## src/rtl/ffsa_pkg.sv

```systemverilog
// ----------------------------------------------------------------------------
// ffsa_pkg: shared definitions of the first fit segment allocator
// Operation codes, default sizes and the control group that drives the
// row of segment cells.
// ----------------------------------------------------------------------------
`default_nettype none

package ffsa_pkg;

  // default table depth and offset width
  localparam int DEF_MAX_SEGMENTS = 64;
  localparam int DEF_OFFSET_BITS  = 20;

  // width of the pool size register
  localparam int CFG_W = 21;

  // request operation codes
  localparam logic [1:0] OP_ALLOC  = 2'd0;
  localparam logic [1:0] OP_FREE   = 2'd1;
  localparam logic [1:0] OP_RESIZE = 2'd2;
  localparam logic [1:0] OP_CLEAR  = 2'd3;

  // control group broadcast to every cell
  typedef struct packed {
    logic ins;         // open a slot at idx and load the new segment
    logic rem;         // close the slot at idx
    logic scan_start;  // place the scan token on the first cell
  } ffsa_ctl_t;

endpackage

`default_nettype wire

```

## src/rtl/ffsa_cell.sv

```systemverilog
// ----------------------------------------------------------------------------
// ffsa_cell: one entry of the segment table
// Holds one segment, shifts with its neighbors on insert and remove, and
// evaluates the match and gap tests while it holds the scan token.
// ----------------------------------------------------------------------------
`default_nettype none

module ffsa_cell #(
  parameter int POS         = 0,
  parameter int OFFSET_BITS = ffsa_pkg::DEF_OFFSET_BITS,
  parameter int MAXS        = ffsa_pkg::DEF_MAX_SEGMENTS
) (
  input  wire logic                        clk,
  input  wire logic                        rst,
  input  wire ffsa_pkg::ffsa_ctl_t         ctl,
  input  wire logic [$clog2(MAXS)-1:0]     idx,
  input  wire logic [OFFSET_BITS-1:0]      new_start,
  input  wire logic [OFFSET_BITS:0]        new_end,
  input  wire logic [OFFSET_BITS-1:0]      left_start,
  input  wire logic [OFFSET_BITS:0]        left_end,
  input  wire logic [OFFSET_BITS-1:0]      right_start,
  input  wire logic [OFFSET_BITS:0]        right_end,
  input  wire logic [OFFSET_BITS-1:0]      next_start,
  input  wire logic                        tok_prev,
  input  wire logic [$clog2(MAXS+1)-1:0]   count,
  input  wire logic [OFFSET_BITS:0]        pool,
  input  wire logic [OFFSET_BITS:0]        size,
  input  wire logic [OFFSET_BITS-1:0]      off,
  output logic [OFFSET_BITS-1:0]           seg_start,
  output logic [OFFSET_BITS:0]             seg_end,
  output logic                             tok,
  output logic                             match,
  output logic                             fit
);

  localparam int IW = $clog2(MAXS);
  localparam int CW = $clog2(MAXS+1);
  localparam int SW = OFFSET_BITS + 1;
  localparam logic [IW-1:0] ID       = IW'(POS);
  localparam logic [CW-1:0] NEXT_POS = CW'(POS + 1);
  localparam logic          IS_FIRST = (POS == 0);

  logic [SW-1:0] lim;
  logic          has_next;

  // segment storage, shifting with the neighbors
  always_ff @(posedge clk) begin
    if (ctl.ins) begin
      if (ID > idx) begin
        seg_start <= left_start;
        seg_end   <= left_end;
      end else if (ID == idx) begin
        seg_start <= new_start;
        seg_end   <= new_end;
      end
    end else if (ctl.rem && ID >= idx) begin
      seg_start <= right_start;
      seg_end   <= right_end;
    end
  end

  // scan token moves one cell per cycle
  always_ff @(posedge clk) begin
    if (rst) begin
      tok <= 1'b0;
    end else if (ctl.scan_start) begin
      tok <= IS_FIRST;
    end else begin
      tok <= tok_prev;
    end
  end

  // gap after this segment ends at the next start or at the pool end
  assign has_next = NEXT_POS < count;
  assign lim      = has_next ? {1'b0, next_start} : pool;

  assign match = tok && (seg_start == off);
  assign fit   = tok && (lim >= seg_end) && ((lim - seg_end) >= size);

endmodule

`default_nettype wire
```

## config.mk

```make
export PLATFORM = sky130hd
export DESIGN_NAME = ffsa_cell
export DESIGN_NICKNAME = d
export VERILOG_FILES = /design/src/rtl/ffsa_pkg.sv /design/src/rtl/ffsa_cell.sv
export SDC_FILE = /design/constraint.sdc
export NUM_CORES = 1
export LEC_CHECK = 0
export ABC_AREA = 0
export BUFFER_PORTS_ARGS = -buffer_cell sky130_fd_sc_hd__clkbuf_2
export CELL_PAD_IN_SITES_DETAIL_PLACEMENT = 1
export CELL_PAD_IN_SITES_GLOBAL_PLACEMENT = 1
export CORE_MARGIN = 2
export CORE_UTILIZATION = 27
export DETAILED_ROUTE_END_ITERATION = 10
export PLACE_DENSITY = 0.74
export RECOVER_POWER = 50
export SYNTH_ARGS = -nofsm -noshare
export SYNTH_HDL_FRONTEND = slang
export SYNTH_SLANG_ARGS = --single-unit
```

## constraint.sdc

```tcl
create_clock -name clk -period 6.3 [get_ports clk]
set_clock_uncertainty 0.05 [all_clocks]
set_input_delay 1.26 -clock clk [delete_from_list [all_inputs] [get_ports clk]]
set_output_delay 1.26 -clock clk [all_outputs]
set_load 0.03 [all_outputs]
```

==> metrics.md, run 1 <==
| Metric | Value |
|---|---|
| Synth cell types | 43 |
| Synth area leaders | edfxtp_1 32%, mux2_2 18%, ha_1 14%, xnor2_1 5.5%, inv_1 4.5% |
| CTS Buffer Depth | 2 |
| Syn Area/Cell | 10.20 um2 |
| Fin crit period | 6.413 ns |
| Antenna violations before repair | 2 |
| Wire per inst | 16.78 um |
| Relative slew slack | 33.13% |
| Total power | 844.1 uW |
| Yosys warns | 0 |
| Fmax | 0.1559 GHz |
| Number of global-route vias before repair | 4249 |
| Initial Util | 27.63% |
| Post-route cell area | 0.005891 mm2 |
| Net Sw Frac | 27.12% |
| # port buffers | 225 |
| Layout cells sized above 1 | 52.69% |
| Flop and latch count out of synthesis | 42 |
| Max-cap violation count | 0 |
| GRT overflow | 0 |
| Most common cell after layout, fill and taps aside | clkbuf_2 |
| Antenna cell count | 0 |
| Largest net degree at the start of global routing | 43 |
| Multi-input logic area | 0.002605 mm2 |
| # setup viols final | 1 |
| Residual DRC | 0 |
| Final period util | 101.8% |
| Signal arrival time at the worst endpoint | 5.10 ns |
| Root Driver | clkbuf_16 |
| Register share of total power | 37.3% |
| Post-route ant nets | 0 |
| Total wire length | 13.94 mm |
| Maximum VDD drop | 0.0001646 V |
| GP Congestion | 0.8363 |
| Slew Limit Fails | 0 |
| Die ar. | 0.01517 mm2 |
| Share of the synthesized area in the top cell type | 32.10% |
| Post-Syn Instances | 376 |
| Reg area | 0.001251 mm2 |
| Placed insts | 817 |
| Synthesized area | 0.003835 mm2 |
| Hold Crit Class | in -> reg |
| Critical path launch point type | input pin |
| WP data required | 4.99 ns |
| All-layer global routing usage | 17.97% |
| Hold_ws | 1.079 ns |
| Global-route wire length before repair | 20.97 mm |
| Worst-path clk slew | 0.06 ns |
| Internal power | 615.2 uW |
| H-tree level count | 2 |
| Most frequent cells in the layout | 192 x clkbuf_2, 58 x mux2_2, 51 x buf_4, 45 x inv_1, 41 x edfxtp_1 |
| Die width | 123.2 um |
| Fin cells | 831 |
| Crit path capture type | output port |
| Combinational share of power | 33.9% |
| Clock sinks | 42 |
| Post-synthesis sequential area ratio | 32.63% |
| Yosys top cell by area | edfxtp_1 |
| Crit path kind | in -> out |
| Clk pwr share | 28.8% |
| Die height | 123.2 um |
| CTS tree | yes |
| Outcome | complete, but fails checks |
| Failing checks | negative setup slack |
| Num rows | 43 |
| Area of the core | 0.01388 mm2 |
| Drt via density | 4.671 |
| Vias after detailed routing | 3882 |
| Synthesized Nets | 643 |
| Worst slew pin tran | 1.003 ns |
| I/O pin total | 268 |
| NetSw | 228.9 uW |
| Hold path depth | 2 |
| Nets | 917 |
| DP Wirelength | 12.01 mm |
| Fillers | 1650 |
| Final worst slack | -0.1135 ns |
| Pwr Density | 143.3 mW/mm2 |
| Pre-CTS setup slack | -0.4408 ns |
| RSZ-0062 raised after global routing | true |
| Crit-path max FO | 7 |
| Leak pwr | 0.002864 uW |
| TritonCTS Buffers | 5 |
| Final Hold Viols | 0 |
| Post-DP Area | 0.005519 mm2 |
| Area delta synth->final | 53.61% |
| Initial drt markers | 86 |
| Drt pass-1 iters | 4 |
registers in the layout (all words and copies together), names as in the netlist:
name / flops
seg_end: 21
seg_start: 20
tok: 1
layout make-up:
type                            instances  share of cell area [%]
Multi-Input combinational cell        277                   44.22
Timing Repair Buffer                  278                   25.47
Sequential cell                        42                   21.24
Tap cell                              180                   3.823
Inverter                               46                   2.931
Clock buffer                            8                   2.315
synth_stat cells, drive strengths merged:
cell type and number:
a211oi 2, a21boi 1, a21o 22, a21oi 23, a221oi 2, a22oi 1, a2bb2oi 1, a41oi 1
and2 2, and3 5, clkbuf 11, dfxtp 1, edfxtp 41, fa 1, ha 42, inv 46
mux2 60, mux2i 1, nand2 6, nand2b 2, nand3 8, nand4 9, nor2 16, nor2b 2
nor3 2, nor4 5, o2111ai 1, o21a 4, o21ai 14, o21bai 3, o22a 1, o2bb2ai 1
o31a 1, o31ai 1, or4 1, or4b 1, xnor2 24, xor2 11
power by group through the flow:
stage                     clock network (uW)  logic [uW]  registers, uW
after floorplan                            0         137            325
final                                    243         286            315
after global routing                     257         316            315
after global placement                     0         249            320
after detailed placement                   0         263            320
after CTS                                248         285            315
cells by family after synthesis:
kind of cell               synth area share, %
and+or+nand+nor                          7.993
DFF                                      32.63
buffers and inverters                    5.579
adders and majority gates                14.23
muxes                                    17.88
xor gates and xnor gates                 7.993
AOI/OAI and AO/OA                        13.70
per-stage QoR:
stage	TNS (ns)	util [%]
2_1_floorplan	0	-
3_3_place_gp	-0.3358	39.76
3_5_place_dp	-0.4408	39.76
4_1_cts	-0.1137	42.50
5_1_grt	-0.3821	42.44
6_report	-0.1135	42.44
worst max-delay path, cell delays in order:
cell       delay (ns)
clkbuf_2         0.10
nor4_4           0.27
nand2_1          0.11
buf_6            0.15
buf_6            0.13
mux2_2           0.28
ha_1             0.31
buf_4            0.16
nand3_4          0.09
o21ai_4          0.20
a21oi_4          0.09
buf_4            0.15
o21a_1           0.17
or4b_1           0.55
nand3_2          0.12
ha_4             0.14
and3_4           0.17
nand3_2          0.08
nor3_2           0.18
a2bb2oi_2        0.18
clkbuf_8         0.18
worst paths after layout:
check | from | end
worst max-delay path | count[2] | fit
worst min-delay path | rst | tok$_SDFF_PP0_
metal layers:
metal  vias up  global-route usage, %  part of all wire [%]
met2       133                  35.82                    55
li1       1911                      -                     -
met3        26                  3.644                   5.3
met1      1810                  18.26                    36
met5         -                      0                 0.079
met4         2                  6.108                   2.9
repair_timing:
action,CTS,global route
hold buffers,0,0
setup endpoints to repair,1,1
resized for setup,38,4
pin swaps,23,8
buffers inserted,5,1
Note: power is estimated with default switching activity, not from simulation.
==> run 2, diff against run 1 <==
--- a/config.mk
+++ b/config.mk
@@ -7,10 +7,8 @@
 export LEC_CHECK = 0
 export ABC_AREA = 0
 export BUFFER_PORTS_ARGS = -buffer_cell sky130_fd_sc_hd__clkbuf_2
-export CELL_PAD_IN_SITES_DETAIL_PLACEMENT = 1
-export CELL_PAD_IN_SITES_GLOBAL_PLACEMENT = 1
 export CORE_MARGIN = 2
-export CORE_UTILIZATION = 27
+export CORE_UTILIZATION = 38
 export DETAILED_ROUTE_END_ITERATION = 10
 export PLACE_DENSITY = 0.74
 export RECOVER_POWER = 50
==> constraint.sdc (replaced) <==
create_clock -name clk -period 6.3 [get_ports clk]
set_clock_uncertainty 0.05 [all_clocks]
set_input_delay 0.945 -clock clk [delete_from_list [all_inputs] [get_ports clk]]
set_output_delay 0.945 -clock clk [all_outputs]
set_load 0.03 [all_outputs]
==> metrics.md, run 2 (same netlist as run 1, synthesis figures left out) <==
| Metric | Value |
|---|---|
| CTS Buffer Depth | 2 |
| Final period util | 96.17% |
| Drt via density | 4.916 |
| Worst-path clk slew | 0.08 ns |
| Max-cap violation count | 1 |
| Drt pass-1 iters | 4 |
| # setup viols final | 0 |
| CTS tree | yes |
| Failing checks | max-capacitance violations, max-slew violations |
| Worst Setup SP | count[3] |
| Antenna violations before repair | 0 |
| Nets | 870 |
| Largest Register | seg_end |
| Multi-input logic area | 0.002402 mm2 |
| Global-route wire length before repair | 17.58 mm |
| Signal arrival time at the worst endpoint | 5.06 ns |
| WP data required | 5.30 ns |
| CP endpoint | fit |
| Crit path capture type | output port |
| Slew Limit Fails | 43 |
| Fin crit period | 6.058 ns |
| Layout cells sized above 1 | 43.21% |
| Clock sinks | 42 |
| Most common cell after layout, fill and taps aside | clkbuf_2 |
| I/O pin total | 268 |
| Pwr Density | 137.5 mW/mm2 |
| DP Wirelength | 9.460 mm |
| Root Driver | clkbuf_8 |
| Max reg flops | 21 |
| GP Congestion | 0.8847 |
| Residual DRC | 0 |
| Most frequent cells in the layout | 181 x clkbuf_2, 60 x mux2_2, 46 x inv_1, 44 x clkbuf_1, 42 x ha_1 |
| Leak pwr | 0.002553 uW |
| Post-Route Setup TNS | 0 ns |
| Vias after detailed routing | 3623 |
| Die height | 104.5 um |
| # hold bufs at CTS | 0 |
| Final Hold Viols | 0 |
| Maximum VDD drop | 0.0001251 V |
| Crit-path max FO | 10 |
| Initial Util | 39.23% |
| Total wire length | 11.14 mm |
| Fmax | 0.1651 GHz |
| TritonCTS Buffers | 5 |
| Hold path depth | 2 |
| Wire per inst | 15.11 um |
| Antenna cell count | 0 |
| Die ar. | 0.01091 mm2 |
| GRT overflow | 0 |
| Critical path launch point type | input pin |
| Area delta synth->final | 35.40% |
| Number of global-route vias before repair | 3856 |
| Outcome | complete, but fails checks |
| Relative slew slack | -44.33% |
| Top Registers | seg_end x21, seg_start x20, tok x1 |
| Post-route ant nets | 0 |
| Die width | 104.5 um |
| Total power | 713.7 uW |
| Crit path kind | in -> out |
| Reg area | 0.001251 mm2 |
| Initial drt markers | 101 |
| Worst slew pin tran | 2.165 ns |
| # port buffers | 225 |
| Area of the core | 0.009774 mm2 |
| Hold Crit Class | in -> reg |
| H-tree level count | 2 |
| Largest net degree at the start of global routing | 43 |
| Fillers | 947 |
| Num rows | 36 |
| All-layer global routing usage | 19.77% |
-- run 2: changes by cell type in the layout (fill, tap and decap cells not counted), moves of 3 or more --
cell and delta:
a21oi_1 +4, a21oi_2 -3, buf_4 -45, clkbuf_1 +9, clkbuf_16 -5, clkbuf_2 -11
clkbuf_8 +4, ha_1 +7, ha_4 -6, nand3_1 +3, o21ai_0 +4
-- run 2: worst min-delay path by stage --
| stage | from | endpoint | slack [ns] |
|---|---|---|---|
| finish | rst | tok$_SDFF_PP0_ | 0.76 |
| global route | rst | tok$_SDFF_PP0_ | 0.75 |
| CTS | rst | tok$_SDFF_PP0_ | 0.75 |
| detailed placement | rst | tok$_SDFF_PP0_ | 1.06 |
| global placement | rst | tok$_SDFF_PP0_ | 1.06 |
| floorplan | rst | tok$_SDFF_PP0_ | 0.97 |
-- run 2: final cells by class --
type / instances / share of cell area, %
Clock buffer: 6 / 1.398
Tap cell: 133 / 3.205
Sequential cell: 42 / 24.10
Multi-Input combinational cell: 277 / 46.26
Timing Repair Buffer: 231 / 21.52
Clock inverter: 2 / 0.1928
Inverter: 46 / 3.325
-- run 2: per-layer routing --
| metal | track usage, % | vias up | wire length [um] |
|---|---|---|---|
| met2 | 37.39 | 127 | 5940 |
| met3 | 3.258 | 16 | 555 |
| li1 | - | 1821 | - |
| met4 | 6.274 | 0 | 210 |
| met1 | 22.40 | 1659 | 4432 |
| met5 | 0 | - | 0 |
-- run 2: report_power, final --
part           internal (uW)  leakage (uW)  total (uW)  switching, uW
Sequential               312      0.000378         314           2.41
Clock                   76.8     0.0000450         164           87.1
Combinational            127       0.00213         236            108
Total                    516       0.00255         714            198
-- run 2: timing repair --
action | CTS | global route
buffers inserted | 0 | 3
endpoints found under the setup margin | 0 | 1
resized for setup | 0 | 4
-- run 2: worst max-delay path, cell delays in order --
cell and delay (ns):
clkbuf_2 0.11, nor4_4 0.29, nand2_1 0.15, buf_4 0.21, mux2_2 0.31, ha_1 0.29, nor2b_1 0.14, o31a_1 0.28
o21ai_1 0.28, o21ai_1 0.21, a211oi_1 0.43, o21ai_0 0.21, xor2_1 0.18, ha_1 0.30, a21oi_1 0.13, nor2b_1 0.05
o21ai_0 0.12, o21ai_0 0.10, a2bb2oi_1 0.14, buf_2 0.18
-- run 2: stage by stage --
stage               setup WS (ns)  utilization [%]  hold WS (ns)  cell area, um2  instances
floorplan                  0.1896                -        0.9674            3835        376
detailed placement         0.1210            52.33         1.061            5115        726
CTS                        0.1124            53.17        0.7476            5197        734
global placement           0.1694            52.33         1.058            5115        726
finish                     0.2416            53.12        0.7576            5192        737
global route             -0.03434            53.12        0.7472            5192        737
==> run 3, diff against run 2 <==
==> constraint.sdc (replaced) <==
create_clock -name clk -period 4.94 [get_ports clk]
set_clock_uncertainty 0.05 [all_clocks]
set_input_delay 0.741 -clock clk [delete_from_list [all_inputs] [get_ports clk]]
set_output_delay 0.741 -clock clk [all_outputs]
set_load 0.03 [all_outputs]
==> metrics.md, run 3 (same netlist as run 1, synthesis figures left out) <==
| Metric | Value |
|---|---|
| Fmax | 0.1859 GHz |
| Reg area | 0.001251 mm2 |
| CTS tree | yes |
| Crit path kind | in -> out |
| Fillers | 888 |
| Post-route ant nets | 0 |
| Layout cells sized above 1 | 52.61% |
| Post-DP Area | 0.005512 mm2 |
| Max reg flops | 21 |
| Hold_ws | 0.5528 ns |
| Final period util | 108.9% |
| Top Registers | seg_end x21, seg_start x20, tok x1 |
| Final worst slack | -0.4404 ns |
| Num rows | 36 |
| Fin crit period | 5.380 ns |
| Most common cell after layout, fill and taps aside | clkbuf_2 |
| Wire per inst | 14.94 um |
| # setup viols final | 1 |
| GRT overflow | 0 |
| Initial Util | 39.23% |
| WP data required | 4.15 ns |
| Die width | 104.5 um |
| Root Driver | clkbuf_8 |
| Relative slew slack | -45.24% |
| Antenna cell count | 0 |
| Most frequent cells in the layout | 202 x clkbuf_2, 59 x mux2_2, 53 x buf_4, 45 x inv_1 |
| Area delta synth->final | 48.94% |
| Vias after detailed routing | 3814 |
| Outcome | complete, but fails checks |
| Drt pass-1 iters | 4 |
| Residual DRC | 0 |
| Antenna violations before repair | 0 |
| Initial drt markers | 109 |
| DP Wirelength | 10.09 mm |
| Largest net degree at the start of global routing | 43 |
| All-layer global routing usage | 20.66% |
| Max-cap violation count | 1 |
| Global-route wire length before repair | 18.45 mm |
| GR Util met2 | 40.52% |
| H-tree level count | 2 |
| Hold Crit Class | in -> reg |
| Die height | 104.5 um |
| RSZ-0062 raised after global routing | true |
| Drt via density | 4.859 |
| Die ar. | 0.01091 mm2 |
| I/O pin total | 268 |
| Number of global-route vias before repair | 4184 |
| # port buffers | 225 |
| Leak pwr | 0.002880 uW |
| Final Hold Viols | 0 |
| GR peak layer | met2 |
| Crit-path max FO | 7 |
| CTS Buffer Depth | 2 |
| Area of the core | 0.009774 mm2 |
| Slew Limit Fails | 43 |
| Worst slew pin tran | 2.179 ns |
| Worst-path clk slew | 0.08 ns |
| Maximum VDD drop | 0.0002040 V |
| Nets | 918 |
| Util after Layout | 58.44% |
| GP Congestion | 0.8626 |
| Largest Register | seg_end |
| Pwr Density | 176.4 mW/mm2 |
| M3 GR Usage | 4.073% |
| # hold bufs at CTS | 0 |
| Multi-input logic area | 0.002505 mm2 |
| Met1 GRT Util | 21.03% |
| Total wire length | 11.73 mm |
| Crit path capture type | output port |
| Pre-CTS setup slack | -0.5837 ns |
| TritonCTS Buffers | 5 |
| Failing checks | max-capacitance violations, max-slew violations, negative setup slack |
| Signal arrival time at the worst endpoint | 4.59 ns |
| Clock sinks | 42 |
| Critical path launch point type | input pin |
| Post-route cell area | 0.005712 mm2 |
run 3: repair_timing:
action	4_1_cts	5_1_grt
pin swaps	10	12
gates resized for setup	6	12
cloned	0	0
endpoints found under the setup margin	1	1
buffers inserted	5	1
run 3: layer usage:
metal / wire (um) / part of all wire, % / up-vias
met2: 6447 / 55 / 141
met4: 377 / 3.2 / 0
li1: - / - / 1913
met1: 4275 / 36 / 1730
met5: 0 / 0 / -
met3: 624 / 5.3 / 30
run 3: metrics by stage:
step	total power, uW	std cells	TNS, ns
global placement	722.7	772	-0.4875
CTS	1005	784	-0.4433
global route	1066	785	-0.6132
finish	1008	785	-0.4404
detailed placement	737.2	772	-0.5837
floorplan	592.7	376	-0.03111
run 3: worst max-delay path, stage by stage:
cell	delay (ns)
clkbuf_2	0.11
nor4_4	0.34
nand2_4	0.14
buf_4	0.17
mux2_2	0.28
ha_1	0.30
and2_2	0.19
nand3_2	0.13
o21ai_4	0.21
a21oi_2	0.09
buf_4	0.13
o21a_1	0.16
or4b_1	0.49
nand3_1	0.11
ha_1	0.15
and3_1	0.17
nand3_2	0.12
nor3_4	0.23
a2bb2oi_4	0.17
buf_8	0.13
run 3: worst paths after layout:
check     start  slack (ns)             end  cells past startpoint
min         rst        0.55  tok$_SDFF_PP0_                      2
max    count[3]       -0.44             fit                     20
run 3: power breakdown:
part,internal [uW],switching [uW]
combinational,193,154
sequential,397,3.12
clock,151,109
run 3: final cells by class:
cell class / instances / share of cell area, %
clock inverters: 1 / 0.5257
repair buffers: 279 / 26.44
inverters: 46 / 3.023
flip-flops and latches: 42 / 21.91
well taps: 133 / 2.913
multi-input cells: 277 / 43.86
clock buffers: 7 / 1.336
